--- config.mk ---
export PLATFORM = sky130hd
export DESIGN_NAME = averaging_voltmeter_seven_segment
export DESIGN_NICKNAME = d
export VERILOG_FILES = /design/src/rtl/avsd_pkg.sv /design/src/rtl/avsd_queue.sv /design/src/rtl/avsd_front.sv /design/src/rtl/avsd_back.sv /design/src/rtl/averaging_voltmeter_seven_segment.sv
export SDC_FILE = /design/constraint.sdc
export NUM_CORES = 1
export LEC_CHECK = 0
export BUFFER_PORTS_ARGS = -buffer_cell sky130_fd_sc_hd__clkbuf_2
export CAP_MARGIN = 20
export CORE_MARGIN = 5
export CORE_UTILIZATION = 33
export CTS_CLUSTER_SIZE = 12
export DETAILED_ROUTE_END_ITERATION = 12
export GPL_TIMING_DRIVEN = 0
export MAX_ROUTING_LAYER = met4
export PLACE_DENSITY = 0.6
export SYNTH_ARGS = -nofsm -noshare
export SYNTH_HDL_FRONTEND = slang
export SYNTH_SLANG_ARGS = --single-unit
--- constraint.sdc ---
create_clock -name clk -period 4.02 [get_ports clk]
set_input_delay 1.005 -clock clk [delete_from_list [all_inputs] [get_ports clk]]
set_output_delay 1.005 -clock clk [all_outputs]
set_load 0.005 [all_outputs]
--- src/rtl/avsd_pkg.sv ---
// ----------------------------------------------------------------------------
// Averaging voltmeter package
// Shared constants, record types and display helpers for the voltmeter block.
// ----------------------------------------------------------------------------
package avsd_pkg;

    // Group size and internal queue depth defaults.
    localparam int AVERAGE_COUNT_DEF = 4;
    localparam int QUEUE_DEPTH_DEF   = 2;

    // Field widths fixed by the interface.
    localparam int SAMPLE_W  = 10;
    localparam int PERIOD_W  = 8;
    localparam int SEG_W     = 7;
    localparam int VOLT_W    = 6;
    localparam int DIGIT_W   = 4;

    // Widest running sum over the supported group sizes (16 * 1023).
    localparam int MAX_SUM_W = 14;

    // Reset value of the conversion period register.
    localparam logic [PERIOD_W-1:0] PERIOD_RESET = 8'd25;

    // Reciprocal scaling used to divide the sum by the group size.
    localparam int RECIP_SHIFT = 18;
    localparam int RECIP_W     = RECIP_SHIFT + 1;

    // Scale factor and converter full-scale value.
    localparam int SCALE_MUL   = 33;
    localparam int FULL_SCALE  = 1023;

    // Result kinds.
    localparam logic KIND_DISPLAY = 1'b0;
    localparam logic KIND_READING = 1'b1;

    // Input modes.
    localparam logic MODE_SAMPLE = 1'b0;
    localparam logic MODE_TICK   = 1'b1;

    // Work record passed from the front end to the back end.
    typedef struct packed {
        logic                 kind;
        logic                 show_high;
        logic                 start;
        logic [MAX_SUM_W-1:0] sum;
    } work_rec_t;

    // Result record as seen on the output ports.
    typedef struct packed {
        logic              kind;
        logic [SEG_W-1:0]  segments;
        logic              en_high;
        logic              en_low;
        logic              start;
        logic [VOLT_W-1:0] volt;
    } result_rec_t;

    // Seven-segment pattern for one hexadecimal digit, bit 0 is segment a.
    function automatic logic [SEG_W-1:0] seg_code(input logic [DIGIT_W-1:0] digit);
        logic [SEG_W-1:0] code;
        begin
            case (digit)
                4'h0:    code = 7'h3F;
                4'h1:    code = 7'h06;
                4'h2:    code = 7'h5B;
                4'h3:    code = 7'h4F;
                4'h4:    code = 7'h66;
                4'h5:    code = 7'h6D;
                4'h6:    code = 7'h7D;
                4'h7:    code = 7'h07;
                4'h8:    code = 7'h7F;
                4'h9:    code = 7'h6F;
                4'hA:    code = 7'h77;
                4'hB:    code = 7'h7C;
                4'hC:    code = 7'h39;
                4'hD:    code = 7'h5E;
                4'hE:    code = 7'h79;
                default: code = 7'h71;
            endcase
            return code;
        end
    endfunction

    // Tens digit of a 6-bit value: (v * 13) >> 7 is exact for v below 64.
    function automatic logic [DIGIT_W-1:0] tens_of(input logic [VOLT_W-1:0] v);
        logic [10:0] prod;
        begin
            prod = 11'(v) * 11'd13;
            return DIGIT_W'(prod >> 7);
        end
    endfunction

    // Units digit of a 6-bit value.
    function automatic logic [DIGIT_W-1:0] units_of(input logic [VOLT_W-1:0] v);
        logic [VOLT_W-1:0] tens_x10;
        logic [VOLT_W-1:0] rem;
        begin
            tens_x10 = VOLT_W'(tens_of(v)) * VOLT_W'(10);
            rem      = v - tens_x10;
            return DIGIT_W'(rem);
        end
    endfunction

endpackage

--- src/rtl/avsd_queue.sv ---
// ----------------------------------------------------------------------------
// Voltmeter record queue
// Small first-in first-out store for records of any packed type.
// ----------------------------------------------------------------------------
module avsd_queue #(
    parameter type T     = logic,
    parameter int  DEPTH = avsd_pkg::QUEUE_DEPTH_DEF
) (
    input  logic clk,
    input  logic rst_n,
    input  logic wr_en,
    input  T     wr_data,
    output logic full,
    input  logic rd_en,
    output T     rd_data,
    output logic empty
);

    localparam int PTR_W = (DEPTH > 1) ? $clog2(DEPTH) : 1;
    localparam int CNT_W = $clog2(DEPTH + 1);

    T                 mem_reg [DEPTH];
    logic [PTR_W-1:0] wr_ptr_reg;
    logic [PTR_W-1:0] wr_ptr_next;
    logic [PTR_W-1:0] rd_ptr_reg;
    logic [PTR_W-1:0] rd_ptr_next;
    logic [CNT_W-1:0] count_reg;
    logic [CNT_W-1:0] count_next;
    logic             do_wr;
    logic             do_rd;

    // A transfer only takes place on the side that is able to take it.
    assign full  = (count_reg == CNT_W'(DEPTH));
    assign empty = (count_reg == '0);
    assign do_wr = wr_en && !full;
    assign do_rd = rd_en && !empty;

    assign rd_data = mem_reg[rd_ptr_reg];

    // Pointer and occupancy updates, wrapping at the depth.
    always_comb
    begin
        wr_ptr_next = wr_ptr_reg;
        rd_ptr_next = rd_ptr_reg;
        count_next  = count_reg;
        if (do_wr)
        begin
            wr_ptr_next = (wr_ptr_reg == PTR_W'(DEPTH - 1)) ? '0 : wr_ptr_reg + 1'b1;
        end
        if (do_rd)
        begin
            rd_ptr_next = (rd_ptr_reg == PTR_W'(DEPTH - 1)) ? '0 : rd_ptr_reg + 1'b1;
        end
        if (do_wr && !do_rd)
        begin
            count_next = count_reg + 1'b1;
        end
        else if (do_rd && !do_wr)
        begin
            count_next = count_reg - 1'b1;
        end
    end

    always_ff @(posedge clk or negedge rst_n)
    begin
        if (!rst_n)
        begin
            wr_ptr_reg <= '0;
            rd_ptr_reg <= '0;
            count_reg  <= '0;
        end
        else
        begin
            wr_ptr_reg <= wr_ptr_next;
            rd_ptr_reg <= rd_ptr_next;
            count_reg  <= count_next;
        end
    end

    // Storage needs no reset.
    always_ff @(posedge clk)
    begin
        if (do_wr)
        begin
            mem_reg[wr_ptr_reg] <= wr_data;
        end
    end

endmodule

--- src/rtl/avsd_front.sv ---
// ----------------------------------------------------------------------------
// Voltmeter front end
// Accepts samples and ticks, sums each group, runs the digit and request
// counters and issues one work record for every item that gives a result.
// ----------------------------------------------------------------------------
module avsd_front #(
    parameter int AVERAGE_COUNT = avsd_pkg::AVERAGE_COUNT_DEF
) (
    input  logic                            clk,
    input  logic                            rst_n,
    input  logic                            in_take,
    input  logic                            mode,
    input  logic [avsd_pkg::SAMPLE_W-1:0]   adc_sample,
    input  logic                            cfg_wr_en,
    input  logic [avsd_pkg::PERIOD_W-1:0]   cfg_wr_data,
    output logic                            rec_valid,
    output avsd_pkg::work_rec_t             rec
);

    localparam int SUM_W = $clog2(AVERAGE_COUNT * avsd_pkg::FULL_SCALE + 1);
    localparam int CNT_W = $clog2(AVERAGE_COUNT + 1);
    localparam int PW    = avsd_pkg::PERIOD_W;

    logic [SUM_W-1:0] sum_reg;
    logic [SUM_W-1:0] sum_next;
    logic [CNT_W-1:0] cnt_reg;
    logic [CNT_W-1:0] cnt_next;
    logic             show_high_reg;
    logic             show_high_next;
    logic [PW-1:0]    tick_reg;
    logic [PW-1:0]    tick_next;
    logic [PW-1:0]    period_reg;
    logic [SUM_W-1:0] sum_added;
    logic             group_done;
    logic [PW:0]      tick_inc;
    logic [PW:0]      period_eff;

    // Running sum including the sample now being taken.
    assign sum_added  = sum_reg + SUM_W'(adc_sample);
    assign group_done = (cnt_reg == CNT_W'(AVERAGE_COUNT - 1));

    // A period of zero behaves as a full turn of the 8-bit counter.
    assign tick_inc   = {1'b0, tick_reg} + 1'b1;
    assign period_eff = (period_reg == '0) ? {1'b1, {PW{1'b0}}} : {1'b0, period_reg};

    // State updates for each accepted item.
    always_comb
    begin
        sum_next       = sum_reg;
        cnt_next       = cnt_reg;
        show_high_next = show_high_reg;
        tick_next      = tick_reg;
        rec_valid      = 1'b0;
        rec.kind       = avsd_pkg::KIND_DISPLAY;
        rec.show_high  = show_high_reg;
        rec.start      = (tick_reg == '0);
        rec.sum        = avsd_pkg::MAX_SUM_W'(sum_added);
        if (in_take)
        begin
            if (mode == avsd_pkg::MODE_SAMPLE)
            begin
                if (group_done)
                begin
                    sum_next  = '0;
                    cnt_next  = '0;
                    rec_valid = 1'b1;
                    rec.kind  = avsd_pkg::KIND_READING;
                end
                else
                begin
                    sum_next = sum_added;
                    cnt_next = cnt_reg + 1'b1;
                end
            end
            else
            begin
                rec_valid      = 1'b1;
                show_high_next = !show_high_reg;
                tick_next      = (tick_inc >= period_eff) ? '0 : PW'(tick_inc);
            end
        end
    end

    always_ff @(posedge clk or negedge rst_n)
    begin
        if (!rst_n)
        begin
            sum_reg       <= '0;
            cnt_reg       <= '0;
            show_high_reg <= 1'b0;
            tick_reg      <= '0;
            period_reg    <= avsd_pkg::PERIOD_RESET;
        end
        else
        begin
            sum_reg       <= sum_next;
            cnt_reg       <= cnt_next;
            show_high_reg <= show_high_next;
            tick_reg      <= tick_next;
            if (cfg_wr_en)
            begin
                period_reg <= cfg_wr_data;
            end
        end
    end

endmodule

--- src/rtl/avsd_back.sv ---
// ----------------------------------------------------------------------------
// Voltmeter back end
// Turns work records into results: scales a finished group into tenths of a
// volt via prod_reg and ST_SCALE, and builds the display drive for each tick.
// ----------------------------------------------------------------------------
module avsd_back #(
    parameter int AVERAGE_COUNT = avsd_pkg::AVERAGE_COUNT_DEF
) (
    input  logic                  clk,
    input  logic                  rst_n,
    input  logic                  rec_ready,
    input  avsd_pkg::work_rec_t   rec,
    output logic                  rec_take,
    input  logic                  res_full,
    output logic                  res_valid,
    output avsd_pkg::result_rec_t res
);

    localparam int SHIFT  = avsd_pkg::RECIP_SHIFT;
    localparam int RW     = avsd_pkg::RECIP_W;
    localparam int SW     = avsd_pkg::MAX_SUM_W;
    localparam int PROD_W = SW + RW;
    localparam int AVG_W  = avsd_pkg::SAMPLE_W;
    localparam int VW     = avsd_pkg::VOLT_W;
    localparam int X_W    = 16;
    localparam logic [RW-1:0] RECIP =
        RW'(((1 << SHIFT) + AVERAGE_COUNT - 1) / AVERAGE_COUNT);

    typedef enum logic [1:0] {
        ST_IDLE  = 2'b01,
        ST_SCALE = 2'b10
    } back_state_t;

    back_state_t       state_reg;
    back_state_t       state_next;
    logic [PROD_W-1:0] prod_reg;
    logic [VW-1:0]     volt_reg;
    logic [VW-1:0]     volt_next;
    logic [AVG_W-1:0]  avg;
    logic [X_W-1:0]    scaled;
    logic [VW-1:0]     quot_est;
    logic [X_W-1:0]    rem_est;
    logic [VW-1:0]     volt_calc;
    logic [avsd_pkg::DIGIT_W-1:0] digit;

    // Average by reciprocal multiply; exact for every sum in range.
    assign avg = prod_reg[SHIFT +: AVG_W];

    // Scale by 33, then divide by 1023: x >> 10 is low by at most one.
    assign scaled    = (X_W'(avg) << 5) + X_W'(avg);
    assign quot_est  = scaled[X_W-1:10];
    assign rem_est   = scaled - {quot_est, 10'b0} + X_W'(quot_est);
    assign volt_calc = (rem_est >= X_W'(avsd_pkg::FULL_SCALE)) ? quot_est + 1'b1 : quot_est;

    assign digit = rec.show_high ? avsd_pkg::tens_of(volt_reg) : avsd_pkg::units_of(volt_reg);

    // Records are taken one a cycle when idle and the output queue has room.
    always_comb
    begin
        state_next   = state_reg;
        volt_next    = volt_reg;
        rec_take     = 1'b0;
        res_valid    = 1'b0;
        res.kind     = avsd_pkg::KIND_DISPLAY;
        res.segments = avsd_pkg::seg_code(digit);
        res.en_high  = rec.show_high;
        res.en_low   = !rec.show_high;
        res.start    = rec.start;
        res.volt     = volt_reg;
        case (state_reg)
            ST_IDLE:
            begin
                if (rec_ready && !res_full)
                begin
                    rec_take = 1'b1;
                    if (rec.kind == avsd_pkg::KIND_READING)
                    begin
                        state_next = ST_SCALE;
                    end
                    else
                    begin
                        res_valid = 1'b1;
                    end
                end
            end
            ST_SCALE:
            begin
                // Room was checked when the record was taken.
                volt_next    = volt_calc;
                res_valid    = 1'b1;
                res.kind     = avsd_pkg::KIND_READING;
                res.segments = '0;
                res.en_high  = 1'b0;
                res.en_low   = 1'b0;
                res.start    = 1'b0;
                res.volt     = volt_calc;
                state_next   = ST_IDLE;
            end
            default:
            begin
                state_next = ST_IDLE;
            end
        endcase
    end

    always_ff @(posedge clk or negedge rst_n)
    begin
        if (!rst_n)
        begin
            state_reg <= ST_IDLE;
            volt_reg  <= '0;
        end
        else
        begin
            state_reg <= state_next;
            volt_reg  <= volt_next;
        end
    end

    // First scaling step for a finished group.
    always_ff @(posedge clk)
    begin
        if (rec_take)
        begin
            prod_reg <= PROD_W'(rec.sum) * PROD_W'(RECIP);
        end
    end

endmodule

--- src/rtl/averaging_voltmeter_seven_segment.sv ---
// ----------------------------------------------------------------------------
// Averaging voltmeter with two-digit seven-segment drive
// Averages groups of converter samples into tenths of a volt and drives a
// multiplexed two-digit display on each refresh tick.
//
//   Channel   Direction  Handshake            Contents
//   input     in         push / full          mode, adc_sample
//   result    out        pop / empty          result_kind, segments, enables,
//                                             start_conversion, voltage_tenths
//   config    in         cfg_wr_en            cfg_wr_data (conversion period)
//
// One item is accepted per cycle while full is low. A tick result passes
// through the work queue and then the output queue; a reading also passes
// through the back end's product register and scale state, and the back
// end takes no other record while it scales a finished group.
// Reset is asynchronous: both queues empty, counters clear, period is 25.
// A stalled result side fills the output queue, then the work queue, and
// then full is raised.
// ----------------------------------------------------------------------------
module averaging_voltmeter_seven_segment #(
    parameter int AVERAGE_COUNT = avsd_pkg::AVERAGE_COUNT_DEF,
    parameter int QUEUE_DEPTH   = avsd_pkg::QUEUE_DEPTH_DEF
) (
    input  logic                          clk,
    input  logic                          rst_n,
    input  logic                          push,
    output logic                          full,
    input  logic                          mode,
    input  logic [avsd_pkg::SAMPLE_W-1:0] adc_sample,
    input  logic                          pop,
    output logic                          empty,
    output logic                          result_kind,
    output logic [avsd_pkg::SEG_W-1:0]    segments,
    output logic                          enable_high_digit,
    output logic                          enable_low_digit,
    output logic                          start_conversion,
    output logic [avsd_pkg::VOLT_W-1:0]   voltage_tenths,
    input  logic                          cfg_wr_en,
    input  logic [avsd_pkg::PERIOD_W-1:0] cfg_wr_data
);

    logic                  in_take;
    logic                  rec_valid;
    avsd_pkg::work_rec_t   rec_in;
    avsd_pkg::work_rec_t   rec_out;
    logic                  work_full;
    logic                  work_empty;
    logic                  rec_take;
    logic                  res_valid;
    logic                  res_full;
    avsd_pkg::result_rec_t res_in;
    avsd_pkg::result_rec_t res_out;

    // An input transfer is taken whenever the work queue has room.
    assign full    = work_full;
    assign in_take = push && !work_full;

    avsd_front #(
        .AVERAGE_COUNT (AVERAGE_COUNT)
    ) u_front (
        .clk         (clk),
        .rst_n       (rst_n),
        .in_take     (in_take),
        .mode        (mode),
        .adc_sample  (adc_sample),
        .cfg_wr_en   (cfg_wr_en),
        .cfg_wr_data (cfg_wr_data),
        .rec_valid   (rec_valid),
        .rec         (rec_in)
    );

    // Work queue between front and back end.
    avsd_queue #(
        .T     (avsd_pkg::work_rec_t),
        .DEPTH (QUEUE_DEPTH)
    ) u_work_q (
        .clk     (clk),
        .rst_n   (rst_n),
        .wr_en   (rec_valid),
        .wr_data (rec_in),
        .full    (work_full),
        .rd_en   (rec_take),
        .rd_data (rec_out),
        .empty   (work_empty)
    );

    avsd_back #(
        .AVERAGE_COUNT (AVERAGE_COUNT)
    ) u_back (
        .clk       (clk),
        .rst_n     (rst_n),
        .rec_ready (!work_empty),
        .rec       (rec_out),
        .rec_take  (rec_take),
        .res_full  (res_full),
        .res_valid (res_valid),
        .res       (res_in)
    );

    // Output queue holding finished results for the consumer.
    avsd_queue #(
        .T     (avsd_pkg::result_rec_t),
        .DEPTH (QUEUE_DEPTH)
    ) u_res_q (
        .clk     (clk),
        .rst_n   (rst_n),
        .wr_en   (res_valid),
        .wr_data (res_in),
        .full    (res_full),
        .rd_en   (pop),
        .rd_data (res_out),
        .empty   (empty)
    );

    assign result_kind       = res_out.kind;
    assign segments          = res_out.segments;
    assign enable_high_digit = res_out.en_high;
    assign enable_low_digit  = res_out.en_low;
    assign start_conversion  = res_out.start;
    assign voltage_tenths    = res_out.volt;

endmodule

==> results.txt <==
Status -> finished with violations
Failing checks -> negative setup slack
Final Wtd Congestion -> 0.8202
Critical path buffers and inverters -> 4
Path length in cells of the critical path -> 19
Seq/Total Area, Yosys -> 0.4536
Post-synthesis cell type count -> 78
CP endpoint -> u_res_q.mem_reg[0][9]
Fmax -> 226.2 MHz
Largest net degree at the start of global routing -> 35
CTS clk-pin slew, worst paths -> 50 ps
Top-count cell post-synth -> edfxtp_1
Die extent in x -> 158.7 um
Avg Cell Area, Syn -> 10.89 sq um
Worst Tran Pin Value -> 932.7 ps
Fraction of layout cells with a size suffix above 1 -> 0.3048
Post-synth top area cell -> edfxtp_1
Vias in the first global route -> 5272
GRT overflow -> 0
CP required -> 4220 ps
Iteration-0 DRC Markers -> 233
Worst R2R End -> u_res_q.mem_reg[0][9]
Setup ws final -> -400.8 ps
Number of max-cap violations -> 0
Synth Instances -> 670
Worst reg2reg path depth -> 19
Fin crit period -> 4421 ps
N_diodes -> 0
Hold Path Depth -> 2
Placement row count -> 54
GR Util All Layers -> 0.1307
CP Class -> register to register
Area contributors post-synth -> edfxtp_1, dfrtp_1, ha_1, mux2_2, nand2_1
Endpoint type of the worst setup path -> register
Crit-path max FO -> 5
Chip height -> 158.7 um
RR Startpoint -> u_back.volt_reg[2]
Total number of vias -> 5308
R2r setup slk -> -400 ps
Unrepaired setup endpoints after global routing -> true
CTS Sinks -> 118
Clock skew -> 8.806 ps
Area Overhead vs Synth -> 26.92%
Worst-Skew Late Latency -> 420 ps
Syn Nets -> 764
Slew margin rel. -> 0.3782
Setup WS pre-CTS -> -649.9 ps
HPWL Detailed -> 10.92 mm
Ys flop type -> edfxtp_1
Max Root-Sink Buffers -> 2
H-tree depth -> 4
Top-area cell type share of the netlist area -> 0.2882
Initial antenna violation count -> 0
IO Pins -> 43
Max Slew Vio Count -> 0
Asr flop ratio synth -> 0.4068
CTS Buf Count -> 17
First-pass GRT wire length -> 25.65 mm
Synth Register Bits -> 118
Final setup vio count -> 14
Crit path from -> u_back.volt_reg[2]
DR DRC count -> 0
Crit-path max cell delay -> 470 ps
CP delay by family, top -> adder cells
Post-synth top cells -> edfxtp_1, ha_1, nand2_1, inv_1, dfrtp_1
Synth warn -> 0
Hold Crit Class -> register to register
Total wire length -> 15.68 mm
Number of flip-flops under the largest register name -> 34
Total negative slack -> -4668 ps
Nets -> 865
Arrival @ worst endpoint -> 4620 ps
Post-route antenna net violation count -> 0
Max stage delay cell, worst path -> fa_1
Hold slack final -> 469.8 ps
Drt first pass iters -> 6
CTS tree -> yes
Post-Synthesis Cell Area -> 7293 sq um
Final worst path period share -> 1.100
Clock Tree Root -> clkbuf_16
Crit-path cells -> ha_4 > inv_2 > fa_1 > inv_1 > ha_1 > nand4_1 > a22oi_4 > xor2_2 > ha_2 > inv_2 > fa_2 > xnor2_2 > xnor2_2 > xor2_2 > and3_4 > nor3_4 > buf_6 > mux2i_2 > nor4_2
IO buf count -> 42
DR WL/cell -> 14.73 um
Initial core utilization -> 0.3342
Die ar. -> 25170 sq um
Total core area -> 21820 sq um
Post-synth EDFFs -> 70
Vias per std cell -> 4.989
Hold violation total from the final report -> 0
Startpoint Class -> register
==> placed cells by master (no fill, tap or decap), types with 4 or more instances in the layout <==
master	n
a211o_1	6
a21boi_0	4
a21o_1	12
a21oi_1	23
a21oi_2	5
a22o_1	8
a31oi_1	4
and2_1	7
and3_1	4
buf_4	34
buf_6	7
clkbuf_1	12
clkbuf_16	20
clkbuf_2	42
dfrtp_1	42
dfstp_2	4
edfxtp_1	70
ha_1	52
ha_2	4
ha_4	9
inv_1	52
mux2_2	30
mux2i_1	5
nand2_1	60
nand2_2	5
nand2b_1	6
nand3_1	9
nand4_1	10
nor2_1	27
nor2b_1	11
nor3_1	8
nor3b_1	7
nor4_1	4
o211ai_1	9
o21ai_0	25
or3_1	6
xnor2_1	16
xor2_1	16
==> worst reg2reg max path, stage by stage (launching register included) <==
cell     delay, ps
dfrtp_2        450
ha_4           290
inv_2           30
fa_1           480
inv_1           50
ha_1           260
nand4_1        130
a22oi_4        240
xor2_2         190
ha_2           200
inv_2           40
fa_2           360
xnor2_2        160
xnor2_2        220
xor2_2         240
and3_4         240
nor3_4          50
buf_6          150
mux2i_2        150
nor4_2         300
==> cells by family (layout without fill, tap and decap cells) <==
kind of cell	after synthesis	after routing	share of synthesized area
xor+xnor	39	39	0.04684
flops	118	118	0.4536
buf+inv	69	183	0.03688
compound gates	140	140	0.1376
simple gates	195	195	0.1407
fa+ha+maj	70	70	0.1252
mux	39	39	0.05919
==> timing repair <==
action                                  CTS  global route
buffers inserted                         22            16
gates cloned                              1             0
hold buffers                              0             0
endpoints found under the setup margin   32            32
pin swaps                                15            44
resized for setup                        46            38
==> layout make-up <==
type | instances | area [sq um]
Clock inverter | 9 | 86.33
Tap cell | 280 | 350.3
Clock buffer | 23 | 521.8
Timing Repair Buffer | 83 | 553.0
Multi-Input combinational cell | 483 | 4169
Sequential cell | 118 | 3311
Buffer | 14 | 62.56
Inverter | 54 | 202.7
Fill cell | 2064 | 12570
==> stage by stage <==
stage	instances	cell area [sq um]	util
global route	1064	9256	0.4241
detailed placement	996	7926	0.3632
finish	1064	9256	0.4241
floorplan	670	7313	-
CTS	1051	8954	0.4103
global placement	992	7874	0.3608
==> worst min path at each step <==
stage / start / to / slack [ps]
after global routing: u_back.state_reg[0] / u_back.state_reg[0] / 490
final: u_back.state_reg[0] / u_back.state_reg[0] / 470
after detailed placement: u_back.state_reg[0] / u_back.state_reg[0] / 460
after global placement: u_front.sum_reg[0] / u_front.sum_reg[0] / 460
after CTS: u_back.state_reg[0] / u_back.state_reg[0] / 470
after floorplan: u_front.cnt_reg[1] / u_front.cnt_reg[1] / 440
==> per-layer routing <==
metal | vias to the layer above | track usage | wire (um)
li1 | 2664 | - | -
met1 | 2532 | 0.1642 | 7320
met2 | 90 | 0.2114 | 7555
met3 | 22 | 0.02908 | 561
met4 | 0 | 0.03981 | 240
met5 | - | - | 0
Power is not shown: default switching activity piles up to over one toggle a cycle in this logic, so the estimate is an artifact.
